$ cat src/hw/rtl/kts_pkg.sv
// Shared types, token codes and character helpers for the keyword token scanner.
package kts_pkg;

	// Scanner mode between input transactions
	typedef enum logic [1:0] {
		MODE_IDLE   = 2'd0,
		MODE_IDENT  = 2'd1,
		MODE_STRING = 2'd2
	} mode_t;

	// Record types
	localparam logic REC_TEXT = 1'b0;
	localparam logic REC_DONE = 1'b1;

	// Token kinds
	localparam logic [3:0] KIND_IDENT   = 4'd0;
	localparam logic [3:0] KIND_DEF     = 4'd1;
	localparam logic [3:0] KIND_ECHO    = 4'd2;
	localparam logic [3:0] KIND_RETURN  = 4'd3;
	localparam logic [3:0] KIND_NUMBER  = 4'd4;
	localparam logic [3:0] KIND_STRING  = 4'd5;
	localparam logic [3:0] KIND_LPAREN  = 4'd6;
	localparam logic [3:0] KIND_RPAREN  = 4'd7;
	localparam logic [3:0] KIND_LBRACE  = 4'd8;
	localparam logic [3:0] KIND_RBRACE  = 4'd9;
	localparam logic [3:0] KIND_SEMI    = 4'd10;
	localparam logic [3:0] KIND_UNKNOWN = 4'd11;
	localparam logic [3:0] KIND_EOF     = 4'd12;

	// Keywords, left aligned in six bytes, with their lengths
	localparam int NUM_KW = 3;
	localparam logic [47:0] KW_STR [NUM_KW] = '{
		48'h646566_000000,   // def
		48'h6563686F_0000,   // echo
		48'h72657475726E     // return
	};
	localparam logic [2:0] KW_LEN [NUM_KW] = '{3'd3, 3'd4, 3'd6};

	// Default depth of the queue between front and back
	localparam int QUEUE_DEPTH_DEF = 4;

	// One output record and a bundle of up to three per transaction
	localparam int MAX_RECS = 3;

	typedef struct packed {
		logic       rec_type;
		logic [3:0] kind;
		logic [7:0] text;
	} rec_t;

	typedef struct packed {
		logic [1:0]               count;
		rec_t [MAX_RECS-1:0]      recs;
	} bundle_t;

	function automatic logic is_alpha(input logic [7:0] c);
		return (c >= 8'h61 && c <= 8'h7A) || (c >= 8'h41 && c <= 8'h5A);
	endfunction

	function automatic logic is_digit(input logic [7:0] c);
		return c >= 8'h30 && c <= 8'h39;
	endfunction

	function automatic logic is_space(input logic [7:0] c);
		return c == 8'h20 || (c >= 8'h09 && c <= 8'h0D);
	endfunction

	// Keywords that still match after adding byte c at position pos
	function automatic logic [2:0] kw_step(input logic [2:0] pos, input logic [7:0] c);
		logic [2:0] hit;
		hit = 3'b000;
		for (int k = 0; k < NUM_KW; k++) begin
			if (pos < KW_LEN[k] && pos < 3'd6) begin
				hit[k] = (KW_STR[k][8*(5-int'(pos)) +: 8] == c);
			end
		end
		return hit;
	endfunction

	// Kind of a finished identifier; lowest keyword wins
	function automatic logic [3:0] ident_kind(input logic [2:0] alive, input logic [2:0] len);
		logic [3:0] kind;
		kind = KIND_IDENT;
		for (int k = NUM_KW - 1; k >= 0; k--) begin
			if (alive[k] && len == KW_LEN[k]) begin
				kind = 4'(k + 1);
			end
		end
		return kind;
	endfunction

	// Kind of a one-byte token seen while idle
	function automatic logic [3:0] sym_kind(input logic [7:0] c);
		logic [3:0] kind;
		if (is_digit(c))        kind = KIND_NUMBER;
		else if (c == 8'h28)    kind = KIND_LPAREN;
		else if (c == 8'h29)    kind = KIND_RPAREN;
		else if (c == 8'h7B)    kind = KIND_LBRACE;
		else if (c == 8'h7D)    kind = KIND_RBRACE;
		else if (c == 8'h3B)    kind = KIND_SEMI;
		else                    kind = KIND_UNKNOWN;
		return kind;
	endfunction

endpackage

$ cat src/hw/rtl/kts_front.sv
// Front end: classifies each source byte, tracks scan state and builds a record bundle.
module kts_front (
	input  logic             clk,
	input  logic             arst_n,
	input  logic             accept,
	input  logic [7:0]       char_in,
	input  logic             end_only,
	output logic             q_push,
	output kts_pkg::bundle_t q_data
);
	import kts_pkg::*;

	mode_t      mode_q, mode_d;
	logic [2:0] alive_q, alive_d;
	logic [2:0] len_q, len_d;
	bundle_t    bnd;
	logic [1:0] n;
	logic       do_idle;

	// Scan state registers, updated once per accepted transaction
	always_ff @(posedge clk or negedge arst_n) begin
		if (!arst_n) begin
			mode_q  <= MODE_IDLE;
			alive_q <= 3'b000;
			len_q   <= 3'd0;
		end else if (accept) begin
			mode_q  <= mode_d;
			alive_q <= alive_d;
			len_q   <= len_d;
		end
	end

	// Next state and record bundle for the current byte
	always_comb begin
		mode_d  = mode_q;
		alive_d = alive_q;
		len_d   = len_q;
		bnd     = '0;
		n       = 2'd0;
		do_idle = 1'b0;

		if (end_only) begin
			if (mode_q == MODE_IDENT) begin
				bnd.recs[n] = '{REC_DONE, ident_kind(alive_q, len_q), 8'h00};
				n = n + 2'd1;
			end else if (mode_q == MODE_STRING) begin
				bnd.recs[n] = '{REC_DONE, KIND_STRING, 8'h00};
				n = n + 2'd1;
			end
			bnd.recs[n] = '{REC_DONE, KIND_EOF, 8'h00};
			n = n + 2'd1;
			mode_d  = MODE_IDLE;
			alive_d = 3'b000;
			len_d   = 3'd0;
		end else begin
			case (mode_q)
				MODE_IDENT: begin
					if (is_alpha(char_in) || is_digit(char_in) || char_in == 8'h5F) begin
						alive_d = alive_q & kw_step(len_q, char_in);
						len_d   = (len_q == 3'd7) ? len_q : len_q + 3'd1;
						bnd.recs[n] = '{REC_TEXT, KIND_IDENT, char_in};
						n = n + 2'd1;
					end else begin
						bnd.recs[n] = '{REC_DONE, ident_kind(alive_q, len_q), 8'h00};
						n = n + 2'd1;
						mode_d  = MODE_IDLE;
						alive_d = 3'b000;
						len_d   = 3'd0;
						do_idle = 1'b1;
					end
				end
				MODE_STRING: begin
					if (char_in == 8'h22 || char_in == 8'h00) begin
						bnd.recs[n] = '{REC_DONE, KIND_STRING, 8'h00};
						n = n + 2'd1;
						mode_d = MODE_IDLE;
					end else begin
						bnd.recs[n] = '{REC_TEXT, KIND_IDENT, char_in};
						n = n + 2'd1;
					end
				end
				default: begin
					mode_d  = MODE_IDLE;
					do_idle = 1'b1;
				end
			endcase

			// Byte seen between tokens
			if (do_idle) begin
				if (is_space(char_in)) begin
					// skipped
				end else if (is_alpha(char_in)) begin
					mode_d  = MODE_IDENT;
					alive_d = kw_step(3'd0, char_in);
					len_d   = 3'd1;
					bnd.recs[n] = '{REC_TEXT, KIND_IDENT, char_in};
					n = n + 2'd1;
				end else if (char_in == 8'h22) begin
					mode_d = MODE_STRING;
				end else begin
					bnd.recs[n] = '{REC_TEXT, KIND_IDENT, char_in};
					n = n + 2'd1;
					bnd.recs[n] = '{REC_DONE, sym_kind(char_in), 8'h00};
					n = n + 2'd1;
				end
			end
		end
		bnd.count = n;
	end

	assign q_push = accept && (n != 2'd0);
	assign q_data = bnd;

endmodule

$ cat src/hw/rtl/kts_fifo.sv
// Small register queue of record bundles between front and back ends.
module kts_fifo #(
	parameter int WIDTH = 1,
	parameter int DEPTH = 4
) (
	input  logic             clk,
	input  logic             arst_n,
	input  logic             push,
	input  logic [WIDTH-1:0] push_data,
	output logic             full,
	input  logic             pop,
	output logic [WIDTH-1:0] pop_data,
	output logic             empty
);
	localparam int PW = (DEPTH > 1) ? $clog2(DEPTH) : 1;
	localparam int CW = $clog2(DEPTH + 1);

	logic [WIDTH-1:0] mem_q [DEPTH];
	logic [PW-1:0]    wr_ptr_q, rd_ptr_q;
	logic [CW-1:0]    count_q;
	logic             do_push, do_pop;

	assign full     = (count_q == CW'(DEPTH));
	assign empty    = (count_q == '0);
	assign do_push  = push && !full;
	assign do_pop   = pop && !empty;
	assign pop_data = mem_q[rd_ptr_q];

	// Storage
	always_ff @(posedge clk) begin
		if (do_push) begin
			mem_q[wr_ptr_q] <= push_data;
		end
	end

	// Pointers and fill count
	always_ff @(posedge clk or negedge arst_n) begin
		if (!arst_n) begin
			wr_ptr_q <= '0;
			rd_ptr_q <= '0;
			count_q  <= '0;
		end else begin
			if (do_push) begin
				wr_ptr_q <= (wr_ptr_q == PW'(DEPTH - 1)) ? '0 : wr_ptr_q + PW'(1);
			end
			if (do_pop) begin
				rd_ptr_q <= (rd_ptr_q == PW'(DEPTH - 1)) ? '0 : rd_ptr_q + PW'(1);
			end
			if (do_push && !do_pop) begin
				count_q <= count_q + CW'(1);
			end else if (do_pop && !do_push) begin
				count_q <= count_q - CW'(1);
			end
		end
	end

endmodule

$ cat src/hw/rtl/kts_back.sv
// Back end: unpacks bundles and presents one record per transaction on the result side.
module kts_back (
	input  logic             clk,
	input  logic             arst_n,
	input  logic             q_empty,
	input  kts_pkg::bundle_t q_data,
	output logic             q_pop,
	input  logic             pop,
	output logic             empty,
	output logic             record_type,
	output logic [3:0]       token_kind,
	output logic [7:0]       text_byte,
	output logic             run_last
);
	import kts_pkg::*;

	bundle_t    bundle_q;
	logic [1:0] idx_q;
	logic       valid_q;
	logic       last;
	logic       load;
	rec_t       cur;

	assign last  = (idx_q == bundle_q.count - 2'd1);
	assign load  = !valid_q || (pop && last);
	assign q_pop = load && !q_empty;
	assign empty = !valid_q;

	// Current bundle and record index
	always_ff @(posedge clk or negedge arst_n) begin
		if (!arst_n) begin
			valid_q <= 1'b0;
			idx_q   <= 2'd0;
		end else if (load) begin
			valid_q <= !q_empty;
			idx_q   <= 2'd0;
		end else if (pop) begin
			idx_q   <= idx_q + 2'd1;
		end
	end

	always_ff @(posedge clk) begin
		if (q_pop) begin
			bundle_q <= q_data;
		end
	end

	// Record selection
	always_comb begin
		case (idx_q)
			2'd0:    cur = bundle_q.recs[0];
			2'd1:    cur = bundle_q.recs[1];
			2'd2:    cur = bundle_q.recs[2];
			default: cur = '0;
		endcase
	end

	assign record_type = cur.rec_type;
	assign token_kind  = cur.kind;
	assign text_byte   = cur.text;
	assign run_last    = last;

endmodule

$ cat src/hw/rtl/keyword_token_scanner_top.sv
// Top level of the keyword token scanner: front end, bundle queue and back end.
// Path: an accepted byte's bundle is written into the queue, then loaded into the back end's
// bundle register before its first record appears. Throughput: one byte accepted per cycle
// while the bundle queue has room; records leave at one per cycle while the reader pops.
// Reset: arst_n clears scan mode, keyword and length state, queue pointers and result valid.
module keyword_token_scanner_top #(
	parameter int QUEUE_DEPTH = kts_pkg::QUEUE_DEPTH_DEF
) (
	input  logic       clk,
	input  logic       arst_n,
	input  logic       push,
	output logic       full,
	input  logic [7:0] char_in,
	input  logic       end_only,
	output logic       empty,
	input  logic       pop,
	output logic       record_type,
	output logic [3:0] token_kind,
	output logic [7:0] text_byte,
	output logic       run_last
);
	import kts_pkg::*;

	logic    accept;
	logic    q_push, q_pop, q_full, q_empty;
	bundle_t q_wdata, q_rdata;

	assign full   = q_full;
	assign accept = push && !q_full;

	// Classification
	kts_front u_front (
		.clk      (clk),
		.arst_n   (arst_n),
		.accept   (accept),
		.char_in  (char_in),
		.end_only (end_only),
		.q_push   (q_push),
		.q_data   (q_wdata)
	);

	// Bundle queue
	kts_fifo #(
		.WIDTH ($bits(bundle_t)),
		.DEPTH (QUEUE_DEPTH)
	) u_fifo (
		.clk       (clk),
		.arst_n    (arst_n),
		.push      (q_push),
		.push_data (q_wdata),
		.full      (q_full),
		.pop       (q_pop),
		.pop_data  (q_rdata),
		.empty     (q_empty)
	);

	// Record output
	kts_back u_back (
		.clk         (clk),
		.arst_n      (arst_n),
		.q_empty     (q_empty),
		.q_data      (q_rdata),
		.q_pop       (q_pop),
		.pop         (pop),
		.empty       (empty),
		.record_type (record_type),
		.token_kind  (token_kind),
		.text_byte   (text_byte),
		.run_last    (run_last)
	);

	// Checks
	a_no_overflow: assert property (@(posedge clk) disable iff (!arst_n)
		q_push |-> !q_full) else $error("bundle pushed into full queue");

	a_text_kind: assert property (@(posedge clk) disable iff (!arst_n)
		(!empty && record_type == REC_TEXT) |-> token_kind == KIND_IDENT)
		else $error("text record carries a token kind");

	a_done_byte: assert property (@(posedge clk) disable iff (!arst_n)
		(!empty && record_type == REC_DONE) |-> text_byte == 8'h00)
		else $error("complete record carries a text byte");

	a_eof_last: assert property (@(posedge clk) disable iff (!arst_n)
		(!empty && record_type == REC_DONE && token_kind == KIND_EOF) |-> run_last)
		else $error("end-of-file record is not last of its transaction");

endmodule

$ cat config.mk
export PLATFORM = sky130hd
export DESIGN_NAME = keyword_token_scanner_top
export DESIGN_NICKNAME = d
export VERILOG_FILES = /design/src/hw/rtl/kts_pkg.sv /design/src/hw/rtl/kts_front.sv /design/src/hw/rtl/kts_fifo.sv /design/src/hw/rtl/kts_back.sv /design/src/hw/rtl/keyword_token_scanner_top.sv
export SDC_FILE = /design/constraint.sdc
export NUM_CORES = 1
export LEC_CHECK = 0
export BUFFER_PORTS_ARGS = -buffer_cell sky130_fd_sc_hd__buf_2
export CAP_MARGIN = 40
export CORE_MARGIN = 3
export CORE_UTILIZATION = 40
export DETAILED_ROUTE_END_ITERATION = 10
export GPL_TIMING_DRIVEN = 0
export PLACE_DENSITY = 0.64
export SLEW_MARGIN = 15
export SYNTH_ARGS = -nofsm -noshare
export SYNTH_HDL_FRONTEND = slang
export SYNTH_SLANG_ARGS = --single-unit
$ cat constraint.sdc
create_clock -name clk -period 5.15 [get_ports clk]
set_input_delay 1.03 -clock clk [delete_from_list [all_inputs] [get_ports clk]]
set_output_delay 1.03 -clock clk [all_outputs]
set_load 0.01 [all_outputs]
# Word-level counts from Yosys, hierarchy flattened
# Memory sizes are Yosys's and may differ from the RTL's. A register that Yosys moved wholly into a read port is not among the register bits.
# Index checks and enable logic that the tools add are counted.
# totals
regBits,18
ram_bits,164
input_bits,13
out_inout_bits,16
wordCells,197
memories,1
# mem_list
memory,depth,word_bits,read_ports,rd_clocked_by_memory_dff,write_ports,line_no,rtl
u_fifo.mem_q,4,41,1,1,1,kts_fifo.sv:18,logic [WIDTH-1:0] mem_q [DEPTH];
# classes
n_addsub,11
order_cmp,17
n_eq_ne,26
shift,3
mux,89
n_bitwise,4
n_reduce_logical,38
# op_table
cell,n
2-to-1 mux 39 bit,5
"variable part select 48 x 32 -> 8 bit, first input constant",3
2-to-1 mux 13 bit,9
bitwise mux 39 bit,2
demux 13 bit (select 2 bit),3
2-to-1 mux 3 bit,15
2-to-1 mux 2 bit,22
"== test 8 x 6 -> 1 bit, second input constant",5
2-to-1 mux 4 bit,10
case mux 13 bit (3 select lines),1
AND 10 x 30 -> 30 bit,1
NOT 30 bit,1
case mux 13 bit (2 select lines),1
"== test 7 x 8 -> 1 bit, first input constant",3
"== test 8 x 7 -> 1 bit, second input constant",3
== test 8 bit,3
logical AND 1 bit,20
2-to-1 mux 1 bit,19
"greater-or-equal comparator 8 x 7 -> 1 bit, second input constant",2
"<= comparator 8 x 7 -> 1 bit, second input constant",2
"adder 2 x 1 -> 2 bit, second input constant",6
"== test 3 bit, second input constant",4
"less-than comparator 2 x 3 -> 1 bit, second input constant",3
OR 3 x 9 -> 9 bit,1
other kinds (25),44

# Depth between registers and ports, before layout
# depth
word_depth,18
depth_mapped,13
ltp_nobuf,12

# Hierarchy
# A second synthesis with hierarchy kept.
# unflattened
cells_unflattened,600
hier_area_um2,9795.6
# modules_own_cells
module,instances,cells_per_inst,area_per_inst_um2,seq_area_each_um2
kts_fifo,1,252,6351.1,5099.9
kts_front,1,252,1756.7,200.2
kts_back,1,95,1674.1,1306.3
keyword_token_scanner_top,1,1,13.8,0.0

# Worst setup path after synthesis
# No wires, ideal clock.
# synth_path
kind,input -> register
start,in pop
end,reg u_fifo.count_q[1]
setup_time_ns,0.125
arrival_time_ns,4.019
required_ns,5.025
path_slack_ns,1.006
path_stages,7
path_buffers,0
cell_sequence,nand2_1 -> a21oi_1 -> inv_1 -> ha_1 -> inv_1 -> fa_1 -> mux2_2
# synth_between
elab_chain_cells,7
elab_cells_between_ends,9
classes_between,1 x mux; 8 x reduce/logical
# synth_rtl
element,line_no,rtl
from (decl),keyword_token_scanner_top.sv:16,"input logic pop,"
logical AND 1 bit (*),kts_back.sv:25,assign load = !valid_q || (pop && last);
logical OR 1 bit (*),kts_back.sv:25,
logical AND 1 bit (*),kts_back.sv:26,assign q_pop = load && !q_empty;
via q_pop,keyword_token_scanner_top.sv:25,"logic q_push, q_pop, q_full, q_empty;"
logical AND 1 bit (*),kts_fifo.sv:26,assign do_pop = pop && !empty;
zero test 1 bit,kts_fifo.sv:49,if (do_push && !do_pop) begin
logical AND 1 bit,kts_fifo.sv:49,
2-to-1 mux 3 bit / nonzero test 2 bit (equally long branches),n/a,
to (signal assigned),kts_fifo.sv:50,count_q <= count_q + CW'(1);
to (signal assigned),kts_fifo.sv:52,count_q <= count_q - CW'(1);
to (decl),kts_fifo.sv:20,logic [CW-1:0] count_q;
# The timed path passes the listed nets; every way through them passes the cells marked *.
# A chain may end at the register's enable or synchronous reset.

# Worst setup path in the final report
# layout_path
start,in char_in[6]
end,reg u_fifo.count_q[2]
# layout_between
elab_chain_cells,16
elab_cells_between_ends,35
classes_between,8 x order compare; 3 x eq/ne; 9 x mux; 15 x reduce/logical
# layout_rtl
element,line_no,rtl
from (decl),keyword_token_scanner_top.sv:13,"input logic [7:0] char_in,"
greater-or-equal comparator 8 x 7 -> 1 bit / <= comparator 8 x 7 -> 1 bit (equally long branches),kts_pkg.sv:57,return (c >= 8'h61 && c <= 8'h7A) || (c >= 8'h41 && c <= 8'h5A);
logical AND 1 bit,kts_pkg.sv:57,
logical OR 1 bit,kts_pkg.sv:57,
logical OR 1 bit (2 in series),kts_front.sv:58,if (is_alpha(char_in) || is_digit(char_in) || char_in == 8'h5F) begin
2-to-1 mux 1 bit,kts_front.sv:58,
case mux 1 bit (2 select lines),kts_front.sv:56,case (mode_q)
2-to-1 mux 1 bit,kts_front.sv:42,if (end_only) begin
2-to-1 mux 2 bit (*),kts_front.sv:89,if (do_idle) begin
2-to-1 mux 2 bit (*),kts_front.sv:42,
nonzero test 2 bit (*),kts_front.sv:111,assign q_push = accept && (n != 2'd0);
logical AND 1 bit (*),kts_front.sv:111,
logical AND 1 bit (*),kts_fifo.sv:25,assign do_push = push && !full;
via u_fifo.do_push,kts_fifo.sv:21,"logic do_push, do_pop;"
zero test 1 bit,kts_fifo.sv:51,end else if (do_pop && !do_push) begin
logical AND 1 bit,kts_fifo.sv:51,
nonzero test 2 bit (no source line),n/a,
# The timed path passes the listed nets; every way through them passes the cells marked *. The select of a mux whose other input is x is not followed.

==> flow_metrics.env <==
export IMPL_outcome="complete, no violations"
export IMPL_drc_errors=0
export IMPL_clock_fmax_ghz=0.2944
export IMPL_place_hpwl_um=12130
export IMPL_place_ws_ps=1313
export IMPL_irDropWorstVdd_mv=0.2212
export IMPL_crit_buf_inv=3
export IMPL_clkSinkCount=183
export IMPL_fin_crit_sh=0.6596
export IMPL_power_density_nw_per_um2=537.5
export IMPL_avgRoutedWirePerCell_um=19.85
export IMPL_vias=4699
export IMPL_cts_tree="done"
export IMPL_ys_warn_count=0
export IMPL_cts_buffers=17
export IMPL_syn_area_sq_um=8333
export IMPL_ios=29
export IMPL_slew_headroom=0.5303
export IMPL_hold_class="register to register"
export IMPL_grt_overflow_total=0
export IMPL_synth_nets=567
export IMPL_nFillCells=1724
export IMPL_syn_to_final_growth_pct=14.19
export IMPL_setup_viol=0
export IMPL_cts_max_path_buffers=2
export IMPL_die_y_um=150.3
export IMPL_synth_cell_types=80
export IMPL_required_ps=5490
export IMPL_portBuffers=24
export IMPL_clk_latency_ps=420
export IMPL_ys_seq_area_frac=0.6486
export IMPL_critical_path_slowest_cell="fa_1"
export IMPL_ctsResizeCount=0
export IMPL_vias_per_cell=5.451
export IMPL_h_tree_depth=4
export IMPL_synthArstFlopShare=0.09836
export IMPL_critPathMaxStageDelay_ps=420
export IMPL_grt_first_pass_wirelength_um=27590
export IMPL_placed_cells=830
export IMPL_finalHoldViolations=0
export IMPL_arrival_ps=3740
export IMPL_dieArea_sq_um=22600
export IMPL_initial_utilization=0.4092
export IMPL_antenna_found_initial=0
export IMPL_grt_pass1_vias=4836
export IMPL_grt_start_max_net_pins=28
export IMPL_max_slew_worst_pin_slew_ps=704.6
export IMPL_slew_violations=0
export IMPL_num_rows=52
export IMPL_core_region_area_sq_um=20360
export IMPL_ant_nets=0
export IMPL_path_max_fanout=10
export IMPL_synth_avg_cell_area_sq_um=15.69
export IMPL_die_w_um=150.3
export IMPL_leakagePower_nw=3.299
export IMPL_finalNonFillerCells=862
export IMPL_drive_above_1_share=0.2213
export IMPL_synth_edff_count=165
export IMPL_num_antenna_cells=0
export IMPL_wl_um=17120
export IMPL_synth_ff_type="edfxtp_1"
export IMPL_skew_ps=5.334
export IMPL_setup_ws_ps=1753
export IMPL_drtIter0Drc=489
export IMPL_postCtsHoldBufs=0
export IMPL_endpoint_kind="register"
export IMPL_cts_setup_buffers=0
export IMPL_startpoint_type="input pin"
export IMPL_path_delay_family="compound AO/OA/AOI/OAI gates"
export IMPL_place_congestion=0.8612
export IMPL_nNetsFinal=615
export IMPL_holdWs_ps=511.0
export IMPL_fin_crit_ps=3397
export IMPL_ys_ff_latch=183
export IMPL_path_class="input pin to register"
export IMPL_worstPathCellList="buf_2, buf_2, nor2_1, and3_4, o21a_1, o21a_4, o31ai_4, ha_1, inv_1, fa_1, xor2_1, nor2_1, xor2_1"
export IMPL_firstDrtPassIters=7
export IMPL_track_usage=0.1614
export IMPL_tns_ps=0
export IMPL_rsz0062_at_grt="false"
export IMPL_utilization=0.4673
export IMPL_clkTransAtPathRegs_ps=60
export IMPL_postSynthCellCount=531
export IMPL_cap_violations=0
export IMPL_cts_root_buffer="clkbuf_16"
per-stage QoR:
step	power, W	cell area (sq um)
2_1_floorplan	0.003328	8333
3_3_place_gp	0.003763	8791
3_5_place_dp	0.003889	8915
4_1_cts	0.005187	9515
5_1_grt	0.005400	9515
6_report	0.005114	9515
sequential cells by signal (all words and copies together) (netlist names):
signal / count
u_fifo.mem_q: 132
u_back.bundle_q: 33
u_fifo.count_q: 3
u_front.alive_q: 3
u_front.len_q: 3
u_back.idx_q: 2
u_fifo.rd_ptr_q: 2
u_fifo.wr_ptr_q: 2
u_front.mode_q: 2
u_back.valid_q: 1
cell usage after synthesis (3+ instances only):
cell	instances	area, sq um
a21oi_1	8	40.04
a222oi_1	5	50.05
a22oi_1	8	60.06
a31oi_1	3	18.77
and2_1	17	106.4
buf_1	5	18.77
buf_2	8	40.04
clkbuf_1	14	52.55
dfrtp_1	18	450.4
edfxtp_1	165	4955
ha_1	22	275.3
inv_1	16	60.06
mux2_2	3	33.78
mux2i_1	5	50.05
mux4_2	33	743.2
nand2_1	25	93.84
nand2b_1	6	37.54
nand3_1	10	50.05
nor2_1	33	123.9
nor2b_1	6	37.54
nor3_1	8	40.04
nor4_1	5	31.28
nor4b_1	3	26.28
nor4b_2	7	105.1
o211ai_1	3	22.52
o21ai_0	10	50.05
o21ai_1	5	25.02
o22ai_1	4	25.02
or3_1	3	18.77
xnor2_1	9	78.83
xor2_1	3	26.28
worst register-to-register path: stages (launching register included):
cell and delay, ps:
dfrtp_1 400, inv_1 110, ha_1 150, buf_2 230, inv_1 160, nand2_1 150, o211ai_4 130, o31ai_4 440
ha_1 270, inv_1 70, fa_1 420, xor2_1 170, nor2_1 110, xor2_1 150
metal layers:
metal / GRT usage / wire [um] / vias up
met1: 0.2212 / 7868 / 2405
met4: 0.04849 / 186 / 0
met3: 0.02890 / 512 / 13
li1: - / - / 2182
met2: 0.2649 / 8548 / 99
met5: 0 / 0 / -
cell usage in the layout, fill, tap and decap left out, types with 5 or more instances in the layout:
cell type | netlist | layout
nand2_1 | 25 | 25
mux4_2 | 33 | 33
nor3_1 | 8 | 8
mux2i_1 | 5 | 5
nor4_1 | 5 | 5
nand3_1 | 10 | 10
o21ai_0 | 10 | 10
nor2b_1 | 6 | 6
clkbuf_16 | 0 | 17
buf_1 | 5 | 5
a22oi_1 | 8 | 8
edfxtp_1 | 165 | 165
dfrtp_1 | 18 | 18
a222oi_1 | 5 | 5
nand2b_1 | 6 | 6
nor2_1 | 33 | 33
xnor2_1 | 9 | 9
buf_2 | 8 | 32
clkbuf_1 | 14 | 14
a21oi_1 | 8 | 7
nor4b_2 | 7 | 7
ha_1 | 22 | 22
and2_1 | 17 | 13
inv_1 | 16 | 16
o21ai_1 | 5 | 5
path summary, 6_finish.rpt:
kind | end | slack, ps | depth (start not counted) | from
min in group asynchronous | u_fifo.rd_ptr_q[0]$_DFFE_PN0P_ | 550 | 1 | arst_n
setup / recovery | u_fifo.count_q[2]$_DFFE_PN0P_ | 1750 | 13 | char_in[6]
hold / removal | u_fifo.count_q[2]$_DFFE_PN0P_ | 510 | 1 | u_fifo.count_q[2]$_DFFE_PN0P_
max in group asynchronous | u_front.alive_q[0]$_DFFE_PN0P_ | 4270 | 1 | arst_n
setup reg to reg | u_fifo.count_q[2]$_DFFE_PN0P_ | 2120 | 13 | u_front.mode_q[1]$_DFFE_PN0P_
hold reg to reg | u_fifo.count_q[2]$_DFFE_PN0P_ | 510 | 1 | u_fifo.count_q[2]$_DFFE_PN0P_
power breakdown:
group | leakage (nW) | switching [W] | total [W] | internal (W)
logic | 1.25 | 0.000867 | 0.00154 | 0.000677
registers | 1.76 | 0.000122 | 0.00227 | 0.00215
clock network | 0.290 | 0.000535 | 0.00130 | 0.000765
logic make-up (layout without fill, tap and decap cells):
kind of cell | count (synthesis) | count (layout) | share of synthesized area
flops | 183 | 183 | 0.6486
mux | 43 | 43 | 0.1029
simple gates | 141 | 141 | 0.09910
fa+ha+maj | 23 | 23 | 0.03544
buf+inv | 47 | 108 | 0.02417
compound gates | 82 | 82 | 0.07718
xor+xnor | 12 | 12 | 0.01261
final cells by class:
| type | count | area, sq um | share of cell area |
|---|---|---|---|
| Buffer | 30 | 137.6 | 0.01446 |
| Clock buffer | 17 | 425.4 | 0.04471 |
| Clock inverter | 15 | 175.2 | 0.01841 |
| Inverter | 17 | 63.81 | 0.006706 |
| Multi-Input combinational cell | 301 | 2743 | 0.2882 |
| Sequential cell | 183 | 5405 | 0.5680 |
| Tap cell | 270 | 337.8 | 0.03550 |
| Timing Repair Buffer | 29 | 227.7 | 0.02393 |
No activity file was read; power rests on OpenSTA's default activity.
